[config.mk]
export PLATFORM = sky130hd
export DESIGN_NAME = flash_gc_victim_select_core
export DESIGN_NICKNAME = d
export VERILOG_FILES = /design/src/hw/rtl/gcvs_pkg.sv /design/src/hw/rtl/gcvs_div.sv /design/src/hw/rtl/gcvs_datapath.sv /design/src/hw/rtl/gcvs_ctrl.sv /design/src/hw/rtl/flash_gc_victim_select_core.sv
export SDC_FILE = /design/constraint.sdc
export NUM_CORES = 2
export LEC_CHECK = 0
export BUFFER_PORTS_ARGS = -buffer_cell sky130_fd_sc_hd__buf_2
export CORE_AREA = 2 2 338 340
export DETAILED_ROUTE_END_ITERATION = 8
export DIE_AREA = 0 0 340 342
export PLACE_DENSITY = 0.54
export SYNTH_ARGS = -nofsm -noshare
export SYNTH_HDL_FRONTEND = slang
export SYNTH_SLANG_ARGS = --single-unit
[constraint.sdc]
create_clock -name clk -period 8.95 [get_ports clk]
set_clock_uncertainty 0.15 [all_clocks]
set_input_delay 1.79 -clock clk [delete_from_list [all_inputs] [get_ports clk]]
set_output_delay 1.79 -clock clk [all_outputs]
set_load 0.05 [all_outputs]
[src/hw/rtl/gcvs_pkg.sv]
// Shared types, widths and constants of the garbage-collection victim selector.
package gcvs_pkg;

    // Field and register widths.
    localparam int VALID_W    = 13;
    localparam int ERASE_W    = 20;
    localparam int WEIGHT_W   = 24;
    localparam int VICTIM_W   = 12;
    localparam int CFG_DATA_W = 24;
    localparam int CFG_IDX_W  = 1;

    // Fixed-point layout: cost is Q34.16, the wear weight is Q8.16.
    localparam int FRAC_BITS = 16;
    localparam int COST_W    = 50;
    localparam int PROD_W    = VALID_W + ERASE_W;
    localparam int DIVIDEND_W = PROD_W + FRAC_BITS;
    localparam int PENALTY_W = WEIGHT_W + ERASE_W;
    localparam int DIV_CNT_W = $clog2(DIVIDEND_W);

    // Scan limits.
    localparam int MAX_CANDIDATES  = 4096;
    localparam int PAGES_PER_BLOCK = 4096;

    // Configuration register indexes and reset values.
    localparam logic [CFG_IDX_W-1:0] REG_ERASE_LIMIT = 1'd0;
    localparam logic [CFG_IDX_W-1:0] REG_WEAR_WEIGHT = 1'd1;
    localparam logic [ERASE_W-1:0]   ERASE_LIMIT_RESET = 20'd3000;
    localparam logic [WEIGHT_W-1:0]  WEAR_WEIGHT_RESET = 24'd3277;

    // Controller states.
    typedef enum logic [2:0] {
        ST_IDLE,
        ST_MUL,
        ST_DIV_GO,
        ST_DIV_WAIT,
        ST_SUM,
        ST_UPDATE,
        ST_RESULT
    } ctrl_state_t;

    // Commands from the controller to the datapath.
    typedef struct packed {
        logic capture;
        logic mul;
        logic div_start;
        logic sum;
        logic update;
        logic advance;
        logic emit;
    } ctrl_cmd_t;

    // Status from the datapath to the controller.
    typedef struct packed {
        logic finite;
        logic is_last;
        logic div_done;
        logic out_free;
    } dp_status_t;

endpackage

[src/hw/rtl/gcvs_div.sv]
// Radix-2 restoring divider, one quotient bit per cycle.
module gcvs_div (
    input  logic                               clk,
    input  logic                               rst_n,
    input  logic                               start,
    input  logic [gcvs_pkg::DIVIDEND_W-1:0]    dividend,
    input  logic [gcvs_pkg::ERASE_W-1:0]       divisor,
    output logic [gcvs_pkg::DIVIDEND_W-1:0]    quotient,
    output logic                               done
);
    import gcvs_pkg::*;

    localparam logic [DIV_CNT_W-1:0] LAST_STEP = DIV_CNT_W'(DIVIDEND_W - 1);

    logic [DIVIDEND_W-1:0] quo_reg, quo_next;
    logic [ERASE_W-1:0]    rem_reg, rem_next;
    logic [DIV_CNT_W-1:0]  count_reg, count_next;
    logic                  busy_reg, busy_next;
    logic                  done_reg, done_next;
    logic [ERASE_W:0]      rem_shift;
    logic [ERASE_W:0]      diff;

    // One restoring step: shift in the next dividend bit and try a subtract.
    always_comb
    begin
        rem_shift  = {rem_reg, quo_reg[DIVIDEND_W-1]};
        diff       = rem_shift - {1'b0, divisor};
        quo_next   = quo_reg;
        rem_next   = rem_reg;
        count_next = count_reg;
        busy_next  = busy_reg;
        done_next  = 1'b0;
        if (start)
        begin
            quo_next   = dividend;
            rem_next   = '0;
            count_next = '0;
            busy_next  = 1'b1;
        end
        else if (busy_reg)
        begin
            if (!diff[ERASE_W])
            begin
                rem_next = diff[ERASE_W-1:0];
                quo_next = {quo_reg[DIVIDEND_W-2:0], 1'b1};
            end
            else
            begin
                rem_next = rem_shift[ERASE_W-1:0];
                quo_next = {quo_reg[DIVIDEND_W-2:0], 1'b0};
            end
            count_next = count_reg + 1'b1;
            if (count_reg == LAST_STEP)
            begin
                busy_next = 1'b0;
                done_next = 1'b1;
            end
        end
    end

    // Control state.
    always_ff @(posedge clk or negedge rst_n)
    begin
        if (!rst_n)
        begin
            busy_reg  <= 1'b0;
            done_reg  <= 1'b0;
            count_reg <= '0;
        end
        else
        begin
            busy_reg  <= busy_next;
            done_reg  <= done_next;
            count_reg <= count_next;
        end
    end

    // Working registers.
    always_ff @(posedge clk)
    begin
        quo_reg <= quo_next;
        rem_reg <= rem_next;
    end

    assign quotient = quo_reg;
    assign done     = done_reg;

endmodule

[src/hw/rtl/gcvs_datapath.sv]
// Datapath: configuration, cost arithmetic, running minimum and result register.
module gcvs_datapath #(
    parameter int MAX_CANDIDATES = gcvs_pkg::MAX_CANDIDATES
) (
    input  logic                              clk,
    input  logic                              rst_n,
    input  logic                              cfg_write_en,
    input  logic [gcvs_pkg::CFG_IDX_W-1:0]    cfg_index,
    input  logic [gcvs_pkg::CFG_DATA_W-1:0]   cfg_data,
    input  logic [gcvs_pkg::VALID_W-1:0]      valid_pages,
    input  logic [gcvs_pkg::ERASE_W-1:0]      pe_count,
    input  logic                              last,
    input  gcvs_pkg::ctrl_cmd_t               cmd,
    output gcvs_pkg::dp_status_t              status,
    output logic                              out_valid,
    input  logic                              out_ready,
    output logic                              found,
    output logic [gcvs_pkg::VICTIM_W-1:0]     victim_index
);
    import gcvs_pkg::*;

    localparam int POS_W = $clog2(MAX_CANDIDATES);
    localparam logic [POS_W-1:0] POS_LAST = POS_W'(MAX_CANDIDATES - 1);
    localparam int SAT_W = 17;
    localparam logic [SAT_W-1:0] PAGES_SAT = SAT_W'(PAGES_PER_BLOCK);

    // Configuration registers.
    logic [ERASE_W-1:0]  erase_limit_reg;
    logic [WEIGHT_W-1:0] wear_weight_reg;

    // Captured request.
    logic [VALID_W-1:0] valid_sat_reg;
    logic [ERASE_W-1:0] pe_reg;
    logic [ERASE_W-1:0] lim_reg;
    logic               last_reg;

    // Arithmetic stages.
    logic [PROD_W-1:0]     prod_reg;
    logic [PENALTY_W-1:0]  penalty_reg;
    logic [ERASE_W-1:0]    divisor_reg;
    logic                  finite_reg;
    logic [COST_W-1:0]     cost_reg;
    logic [DIVIDEND_W-1:0] quotient;
    logic                  div_done;

    // Scan state.
    logic [POS_W-1:0]  position_reg;
    logic [COST_W-1:0] best_cost_reg;
    logic [POS_W-1:0]  best_position_reg;
    logic              have_best_reg;

    // Result register.
    logic                out_valid_reg;
    logic                found_reg;
    logic [VICTIM_W-1:0] victim_reg;

    logic               out_free;
    logic [VALID_W-1:0] valid_sat;
    logic               better;

    assign out_free = !out_valid_reg || out_ready;

    // Saturate the page count to the block size.
    assign valid_sat = ({4'd0, valid_pages} > PAGES_SAT) ? VALID_W'(PAGES_PER_BLOCK)
                                                         : valid_pages;

    assign better = finite_reg && (!have_best_reg || (cost_reg < best_cost_reg));

    // Configuration writes.
    always_ff @(posedge clk or negedge rst_n)
    begin
        if (!rst_n)
        begin
            erase_limit_reg <= ERASE_LIMIT_RESET;
            wear_weight_reg <= WEAR_WEIGHT_RESET;
        end
        else if (cfg_write_en)
        begin
            case (cfg_index)
                REG_ERASE_LIMIT: erase_limit_reg <= cfg_data[ERASE_W-1:0];
                REG_WEAR_WEIGHT: wear_weight_reg <= cfg_data[WEIGHT_W-1:0];
                default: ;
            endcase
        end
    end

    // Request capture, the multiply stage and the cost sum.
    always_ff @(posedge clk)
    begin
        if (cmd.capture)
        begin
            valid_sat_reg <= valid_sat;
            pe_reg        <= pe_count;
            last_reg      <= last;
            lim_reg       <= (erase_limit_reg != '0) ? erase_limit_reg : ERASE_W'(1);
        end
        if (cmd.mul)
        begin
            prod_reg    <= PROD_W'(valid_sat_reg) * PROD_W'(lim_reg);
            penalty_reg <= PENALTY_W'(wear_weight_reg) * PENALTY_W'(pe_reg);
            divisor_reg <= lim_reg - pe_reg;
        end
        if (cmd.sum)
        begin
            cost_reg <= COST_W'(quotient) + COST_W'(penalty_reg);
        end
    end

    // A worn block has infinite cost and is skipped.
    always_ff @(posedge clk or negedge rst_n)
    begin
        if (!rst_n)
        begin
            finite_reg <= 1'b0;
        end
        else if (cmd.mul)
        begin
            finite_reg <= pe_reg < lim_reg;
        end
    end

    // Iterative divider for the page term.
    gcvs_div u_div (
        .clk      (clk),
        .rst_n    (rst_n),
        .start    (cmd.div_start),
        .dividend ({prod_reg, FRAC_BITS'(0)}),
        .divisor  (divisor_reg),
        .quotient (quotient),
        .done     (div_done)
    );

    // Running minimum and list position.
    always_ff @(posedge clk or negedge rst_n)
    begin
        if (!rst_n)
        begin
            position_reg      <= '0;
            best_cost_reg     <= '1;
            best_position_reg <= '0;
            have_best_reg     <= 1'b0;
        end
        else if (cmd.emit)
        begin
            position_reg      <= '0;
            best_cost_reg     <= '1;
            best_position_reg <= '0;
            have_best_reg     <= 1'b0;
        end
        else
        begin
            if (cmd.update && better)
            begin
                best_cost_reg     <= cost_reg;
                best_position_reg <= position_reg;
                have_best_reg     <= 1'b1;
            end
            if (cmd.advance)
            begin
                position_reg <= (position_reg == POS_LAST) ? '0 : position_reg + 1'b1;
            end
        end
    end

    // Result register, free again once the result has been taken.
    always_ff @(posedge clk or negedge rst_n)
    begin
        if (!rst_n)
        begin
            out_valid_reg <= 1'b0;
        end
        else if (cmd.emit)
        begin
            out_valid_reg <= 1'b1;
        end
        else if (out_ready)
        begin
            out_valid_reg <= 1'b0;
        end
    end

    always_ff @(posedge clk)
    begin
        if (cmd.emit)
        begin
            found_reg  <= have_best_reg;
            victim_reg <= have_best_reg ? VICTIM_W'(best_position_reg) : '0;
        end
    end

    assign out_valid    = out_valid_reg;
    assign found        = found_reg;
    assign victim_index = victim_reg;

    assign status.finite   = finite_reg;
    assign status.is_last  = last_reg;
    assign status.div_done = div_done;
    assign status.out_free = out_free;

endmodule

[src/hw/rtl/gcvs_ctrl.sv]
// Controller state machine that sequences one candidate through the datapath.
module gcvs_ctrl (
    input  logic                  clk,
    input  logic                  rst_n,
    input  logic                  in_valid,
    output logic                  in_ready,
    input  gcvs_pkg::dp_status_t  status,
    output gcvs_pkg::ctrl_cmd_t   cmd
);
    import gcvs_pkg::*;

    ctrl_state_t state_reg, state_next;

    // State register.
    always_ff @(posedge clk or negedge rst_n)
    begin
        if (!rst_n)
        begin
            state_reg <= ST_IDLE;
        end
        else
        begin
            state_reg <= state_next;
        end
    end

    // Next state and commands.
    always_comb
    begin
        state_next = state_reg;
        cmd        = '0;
        in_ready   = 1'b0;
        case (state_reg)
            ST_IDLE:
            begin
                in_ready = 1'b1;
                if (in_valid)
                begin
                    cmd.capture = 1'b1;
                    state_next  = ST_MUL;
                end
            end
            ST_MUL:
            begin
                cmd.mul    = 1'b1;
                state_next = ST_DIV_GO;
            end
            ST_DIV_GO:
            begin
                if (status.finite)
                begin
                    cmd.div_start = 1'b1;
                    state_next    = ST_DIV_WAIT;
                end
                else
                begin
                    state_next = ST_UPDATE;
                end
            end
            ST_DIV_WAIT:
            begin
                if (status.div_done)
                begin
                    state_next = ST_SUM;
                end
            end
            ST_SUM:
            begin
                cmd.sum    = 1'b1;
                state_next = ST_UPDATE;
            end
            ST_UPDATE:
            begin
                cmd.update = 1'b1;
                if (status.is_last)
                begin
                    state_next = ST_RESULT;
                end
                else
                begin
                    cmd.advance = 1'b1;
                    state_next  = ST_IDLE;
                end
            end
            ST_RESULT:
            begin
                if (status.out_free)
                begin
                    cmd.emit   = 1'b1;
                    state_next = ST_IDLE;
                end
            end
            default:
            begin
                state_next = ST_IDLE;
            end
        endcase
    end

endmodule

[src/hw/rtl/flash_gc_victim_select_core.sv]
// Top level of the wear-aware garbage-collection victim selector.
// Candidates arrive one request at a time and the block keeps the one with the lowest
// cost valid_pages*E/(E-pe_count) + wear_weight*pe_count in Q34.16, where E is
// erase_limit or 1 when it is zero; blocks with pe_count >= E are never chosen and
// the earliest of equal costs wins. A request marked last produces one result (found,
// victim_index) and starts a new list. A candidate with finite cost goes from acceptance
// through ST_MUL, ST_DIV_GO, ST_DIV_WAIT, ST_SUM and ST_UPDATE before the next acceptance;
// the radix-2 divider produces one of the 49 quotient bits per cycle. A worn candidate skips
// ST_DIV_WAIT and ST_SUM. A last request waits in ST_RESULT until the previous result is taken.
module flash_gc_victim_select_core #(
    parameter int MAX_CANDIDATES = gcvs_pkg::MAX_CANDIDATES
) (
    input  logic                              clk,
    input  logic                              rst_n,
    input  logic                              cfg_write_en,
    input  logic [gcvs_pkg::CFG_IDX_W-1:0]    cfg_index,
    input  logic [gcvs_pkg::CFG_DATA_W-1:0]   cfg_data,
    input  logic                              in_valid,
    output logic                              in_ready,
    input  logic [gcvs_pkg::VALID_W-1:0]      valid_pages,
    input  logic [gcvs_pkg::ERASE_W-1:0]      pe_count,
    input  logic                              last,
    output logic                              out_valid,
    input  logic                              out_ready,
    output logic                              found,
    output logic [gcvs_pkg::VICTIM_W-1:0]     victim_index
);
    import gcvs_pkg::*;

    ctrl_cmd_t  cmd;
    dp_status_t status;

    // Sequencer.
    gcvs_ctrl u_ctrl (
        .clk      (clk),
        .rst_n    (rst_n),
        .in_valid (in_valid),
        .in_ready (in_ready),
        .status   (status),
        .cmd      (cmd)
    );

    // Arithmetic and scan state.
    gcvs_datapath #(
        .MAX_CANDIDATES (MAX_CANDIDATES)
    ) u_datapath (
        .clk          (clk),
        .rst_n        (rst_n),
        .cfg_write_en (cfg_write_en),
        .cfg_index    (cfg_index),
        .cfg_data     (cfg_data),
        .valid_pages  (valid_pages),
        .pe_count     (pe_count),
        .last         (last),
        .cmd          (cmd),
        .status       (status),
        .out_valid    (out_valid),
        .out_ready    (out_ready),
        .found        (found),
        .victim_index (victim_index)
    );

    // A request is worked on alone: no new request right after one is taken.
    assert property (@(posedge clk) disable iff (!rst_n)
        in_valid && in_ready |=> !in_ready)
        else $error("request accepted while the previous one is still in work");

    // The divider only runs for a block with finite cost.
    assert property (@(posedge clk) disable iff (!rst_n)
        cmd.div_start |-> status.finite)
        else $error("divider started for a worn block");

    // A result never overwrites one that has not been taken.
    assert property (@(posedge clk) disable iff (!rst_n)
        cmd.emit |-> status.out_free)
        else $error("result emitted while the result register is occupied");

    // A report without a victim gives index zero.
    assert property (@(posedge clk) disable iff (!rst_n)
        out_valid && !found |-> victim_index == '0)
        else $error("nonzero victim index without a victim");

endmodule

## Yosys cells after proc, flatten, opt, wreduce, memory -nomap -nowiden

Index checks and enable logic that the tools add are counted.

- Register bits: 415
- Logic and storage cells: 102
- Bits of input ports: 64
- Output and inout port bits: 15

- Multipliers: 2
- Eq/ne operators: 11
- Reductions and logical operators: 15
- Bitwise operators: 1
- Muxes and demuxes: 40
- $add $sub $neg: 5
- Order comparisons: 3

Operator list:

| kind | number |
|---|---|
| 50-bit 2-to-1 mux | 2 |
| 49-bit 2-to-1 mux | 2 |
| 12-bit 2-to-1 mux | 5 |
| 49-bit by 44-bit adder with 50-bit output | 1 |
| 50-bit less-than comparator | 1 |
| 24-bit by 20-bit multiplier with 44-bit output | 1 |
| 13-bit by 20-bit multiplier with 33-bit output | 1 |
| 1-bit 2-to-1 mux | 21 |
| 3-bit case mux with 7 select lines | 1 |
| 21-bit by 20-bit subtractor with 21-bit output | 1 |
| 20-bit less-than comparator | 1 |
| 20-bit 2-to-1 mux | 1 |
| 20-bit nonzero test | 1 |
| 20-bit subtractor | 1 |
| 3-bit 2-to-1 mux | 5 |
| 13-bit > comparator (second input constant) | 1 |
| 12-bit by 1-bit adder with 12-bit output (second input constant) | 1 |
| 12-bit equality test (second input constant) | 1 |
| 6-bit 2-to-1 mux | 2 |
| 3-bit equality test (second input constant) | 3 |
| 2-bit nonzero test | 4 |
| 6-bit by 1-bit adder with 6-bit output (second input constant) | 1 |
| 3-bit by 2-bit equality test with 1-bit output (second input constant) | 2 |
| 6-bit equality test (second input constant) | 1 |
| other kinds (11) | 16 |

## Longest topological paths before layout

- Depth in word-level cells: 6
- Gate-level depth with buffers: 27
- Gate-level depth less buffers: 26

## Hierarchy

From an unflattened synthesis, not the netlist that was laid out.

- Cells, all modules: 4619
- Area, all modules: 45327.2 um2

By module, submodules not included:

| module | times used | cells an instance | sequential area each (um2) | area an instance (um2) |
|---|---|---|---|---|
| gcvs_datapath | 1 | 4197 | 9534.1 | 40632.7 |
| gcvs_div | 1 | 392 | 2072.0 | 4414.2 |
| gcvs_ctrl | 1 | 30 | 75.1 | 280.3 |

## Least setup slack after synthesis

No wires, ideal clock.

- Path kind: reg2reg
- Start: register u_datapath.wear_weight_reg[7]
- End: register u_datapath.penalty_reg[40] (data pin)
- Path buffers: 1
- Library setup time: 0.258 ns
- Clock period less this slack: 6.916 ns
- Cell stages (with the launch flop): 26
- Slack: 2.034 ns
- Required time: 8.542 ns
- Arrival time: 6.507 ns
- Cell sequence: dfstp_2 -> clkbuf_1 -> nand2_1 -> fa_1 -> inv_1 -> fa_1 -> inv_1 -> fa_1 -> inv_1 -> fa_1 -> fa_1 -> fa_1 -> inv_1 -> fa_1 -> inv_1 -> ha_1 -> nand2_1 -> o211ai_1 -> a2111oi_0 -> o21ai_1 -> nand3_1 -> a21oi_1 -> o221a_2 -> a221o_1 -> a21oi_1 -> xnor2_1

- Word-level cells in the longest chain between the ends: 1

RTL lines:

| what | RTL line | text |
|---|---|---|
| from (decl) | gcvs_datapath.sv:29 | `logic [WEIGHT_W-1:0] wear_weight_reg;` |
| from (signal assigned) | gcvs_datapath.sv:81 | `REG_WEAR_WEIGHT: wear_weight_reg <= cfg_data[WEIGHT_W-1:0];` |
| 24-bit by 20-bit multiplier with 44-bit output | gcvs_datapath.sv:100 | `penalty_reg <= PENALTY_W'(wear_weight_reg) * PENALTY_W'(pe_reg);` |
| to (signal assigned) | gcvs_datapath.sv:100 |  |
| to (decl) | gcvs_datapath.sv:39 | `logic [PENALTY_W-1:0] penalty_reg;` |

No other way between the ends.
A chain may end at the register's enable or synchronous reset.

## Worst setup path after layout

- Start: register u_datapath.pe_reg[5]
- End: register u_datapath.penalty_reg[43] (data pin)

- Word-level cells in the longest chain between the ends: 1

RTL lines:

| what | RTL line | text |
|---|---|---|
| from (decl) | gcvs_datapath.sv:33 | `logic [ERASE_W-1:0] pe_reg;` |
| from (signal assigned) | gcvs_datapath.sv:93 | `pe_reg <= pe_count;` |
| 24-bit by 20-bit multiplier with 44-bit output | gcvs_datapath.sv:100 |  |

No other way between the ends.

==> impl_metrics.py <==
metrics = {
    "status": {
        "run_status": "complete, no violations",
    },
    "place": {
        "numPortBuffers": 78,
        "gp_congestion": 0.8507,
        "dpl.hpwl_mm": 86.72,
    },
    "run": {
        "max-cap-violations": 0,
    },
    "setup_path": {
        "cp-start-kind": "register",
        "path_max_fanout": 25,
        "critPathArrivalTime_ns": 8.18,
        "cp.required_ns": 9.14,
        "path_class": "register to register",
        "cp-end-kind": "register",
    },
    "sta": {
        "timing.fmax_mhz": 125.1,
        "hold_violations": 0,
        "period_share_pct": 89.31,
        "tns_ns": 0,
        "relSlewSlack_pct": 19.54,
        "finalCriticalPeriod_ns": 7.993,
        "rsz0062_at_grt": "false",
        "holdWs_ns": 0.3415,
        "final_max_slew_viol_count": 0,
        "tightest_slew_ns": 1.207,
        "setup_viol": 0,
    },
    "logic_synthesis": {
        "synth_edf_count": 247,
        "yosysUniqueCellTypes": 82,
        "synth_area_leaders": "fa_1, edfxtp_1, ha_1, inv_1, and2_1",
        "synthArstFlopShare_pct": 31.81,
        "ys_ff_latch": 415,
        "avgSynthCellArea_um2": 9.895,
        "synth_nets": 5546,
        "synth_top_cell_by_area": "fa_1",
        "netlist_area_um2": 44740,
        "ys.flop_type": "edfxtp_1",
        "synth_top_cell_area_share_pct": 26.54,
        "ys_seq_area_share_pct": 25.75,
        "yosys_warnings": 0,
        "syn_inst": 4521,
    },
    "grt": {
        "first_global_vias": 31480,
        "track_usage_pct": 20.09,
        "grt_max_degree": 73,
        "grt-ovfl-total": 0,
        "grt_pass1_wl_mm": 182.6,
        "antenna_found_initial": 5,
    },
    "clock_tree": {
        "clockRootBuffer": "clkbuf_16",
        "cts_tree": "built",
        "clock_latency_ns": 0.65,
        "clkTransAtPathRegs_ns": 0.06,
        "cts_buffer_depth": 3,
        "htree_levels": 2,
        "numCtsBuffers": 49,
        "postCtsSetupBuffers": 0,
        "ctsResizeCount": 0,
        "cts.sinks": 415,
        "hold_buffers": 0,
    },
    "floorplanning": {
        "fp-row-count": 124,
        "start_util_pct": 39.55,
        "core_um2": 113100,
        "num_io_pins": 79,
        "die_w_um": 340,
        "die_h_um": 342,
        "die_area_um2": 116300,
    },
    "route": {
        "drt-initial-drc-count": 1726,
        "firstDrtPassIters": 5,
        "via_count": 30430,
        "wire_per_inst_um": 18.99,
        "viasPerCell": 5.056,
        "drc": 0,
        "routed_wirelength_mm": 114.3,
        "detail-route-antenna-nets": 0,
    },
    "layout": {
        "fin_nets": 5489,
        "final_cell_mix": "inv_1, fa_1, nand2_1",
        "layout_commonest_cell": "inv_1",
        "drive_gt1_share_pct": 9.057,
        "syn_to_final_growth_pct": 7.608,
    },
    "hold_path": {
        "min_path_type": "register to register",
    },
}
[final cells by class]
cell class              instances  area (µm²)
clock inverters                33       524.3
multi-input cells            3125       29400
diodes                          2       5.005
well taps                    1512        1892
flip-flops and latches        415       11520
fillers                     10980       64960
repair buffers                116       681.9
clock buffers                  59        1274
inverters                     757        2841
[worst max-delay path, stage by stage, from the launching register on]
cell	delay [ns]
edfxtp_1	0.83
and2_1	0.39
fa_1	0.56
inv_1	0.08
fa_1	0.56
fa_1	0.45
fa_1	0.58
inv_1	0.07
fa_1	0.46
fa_1	0.49
inv_1	0.05
fa_1	0.48
inv_1	0.04
ha_1	0.31
nand2_1	0.10
o21ai_1	0.31
a21oi_1	0.16
o31a_1	0.30
a2111oi_4	0.45
o31ai_2	0.19
o21ai_1	0.27
a221o_1	0.20
a21oi_1	0.07
xnor2_1	0.13
[path summary, 6_finish.rpt]
path,start,end,slack (ns),depth (start not counted)
max in group asynchronous,rst_n,u_datapath.u_div.busy_reg$_DFF_PN0_,6.23,2
worst min register to register,u_datapath.erase_limit_reg[10]$_DFFE_PN0P_,u_datapath.lim_reg[10]$_SDFFCE_PN0P_,0.34,0
worst max-delay path,u_datapath.pe_reg[5]$_DFFE_PP_,u_datapath.penalty_reg[43]$_DFFE_PP_,0.96,23
min in group asynchronous,rst_n,u_datapath.wear_weight_reg[8]$_DFFE_PN0P_,1.12,1
worst max register to register,u_datapath.pe_reg[5]$_DFFE_PP_,u_datapath.penalty_reg[43]$_DFFE_PP_,0.96,23
worst min-delay path,u_datapath.erase_limit_reg[10]$_DFFE_PN0P_,u_datapath.lim_reg[10]$_SDFFCE_PN0P_,0.34,0
[metrics by stage]
stage	instance area, µm²	util (%)	std cells	worst slack [ns]
2_1_floorplan	44740	-	4521	2.034
3_3_place_gp	46340	40.97	5925	1.142
3_5_place_dp	46340	40.97	5925	1.021
4_1_cts	48130	42.56	6017	0.9589
5_1_grt	48130	42.56	6017	0.4901
6_report	48140	42.56	6019	0.9572
[cells in the mapped netlist (31+ instances only)]
library cell / instances
mux2i_1: 49
nand2_2: 40
edfxtp_1: 247
dfrtp_1: 68
nand3_1: 71
inv_1: 756
ha_1: 368
o21ai_0: 82
mux2_2: 43
clkbuf_1: 197
and2_1: 365
fa_1: 593
dfstp_2: 64
o21bai_1: 31
nand2_1: 560
xor2_1: 52
o211ai_2: 42
a21o_1: 79
a21oi_1: 165
nor2b_1: 31
nor2_1: 140
xnor2_1: 102
dfxtp_1: 36
[layer usage]
| layer | global-route usage [%] | part of all wire [%] |
|---|---|---|
| met1 | 29.81 | 48 |
| met2 | 30.77 | 44 |
| met3 | 3.479 | 6.2 |
| met4 | 4.167 | 1.8 |
| met5 | 0 | 0.011 |
[kinds of logic after synthesis]
family | Yosys count | share of synthesized area [%]
and+or+nand+nor | 1348 | 14.77
DFF | 415 | 25.75
adders and majority gates | 961 | 36.83
buffers and inverters | 981 | 8.586
muxes | 94 | 2.229
AOI/OAI and AO/OA | 568 | 8.819
xor gates and xnor gates | 154 | 3.015
Power is not shown: default switching activity piles up to over one toggle a cycle in this logic, so the estimate is an artifact.
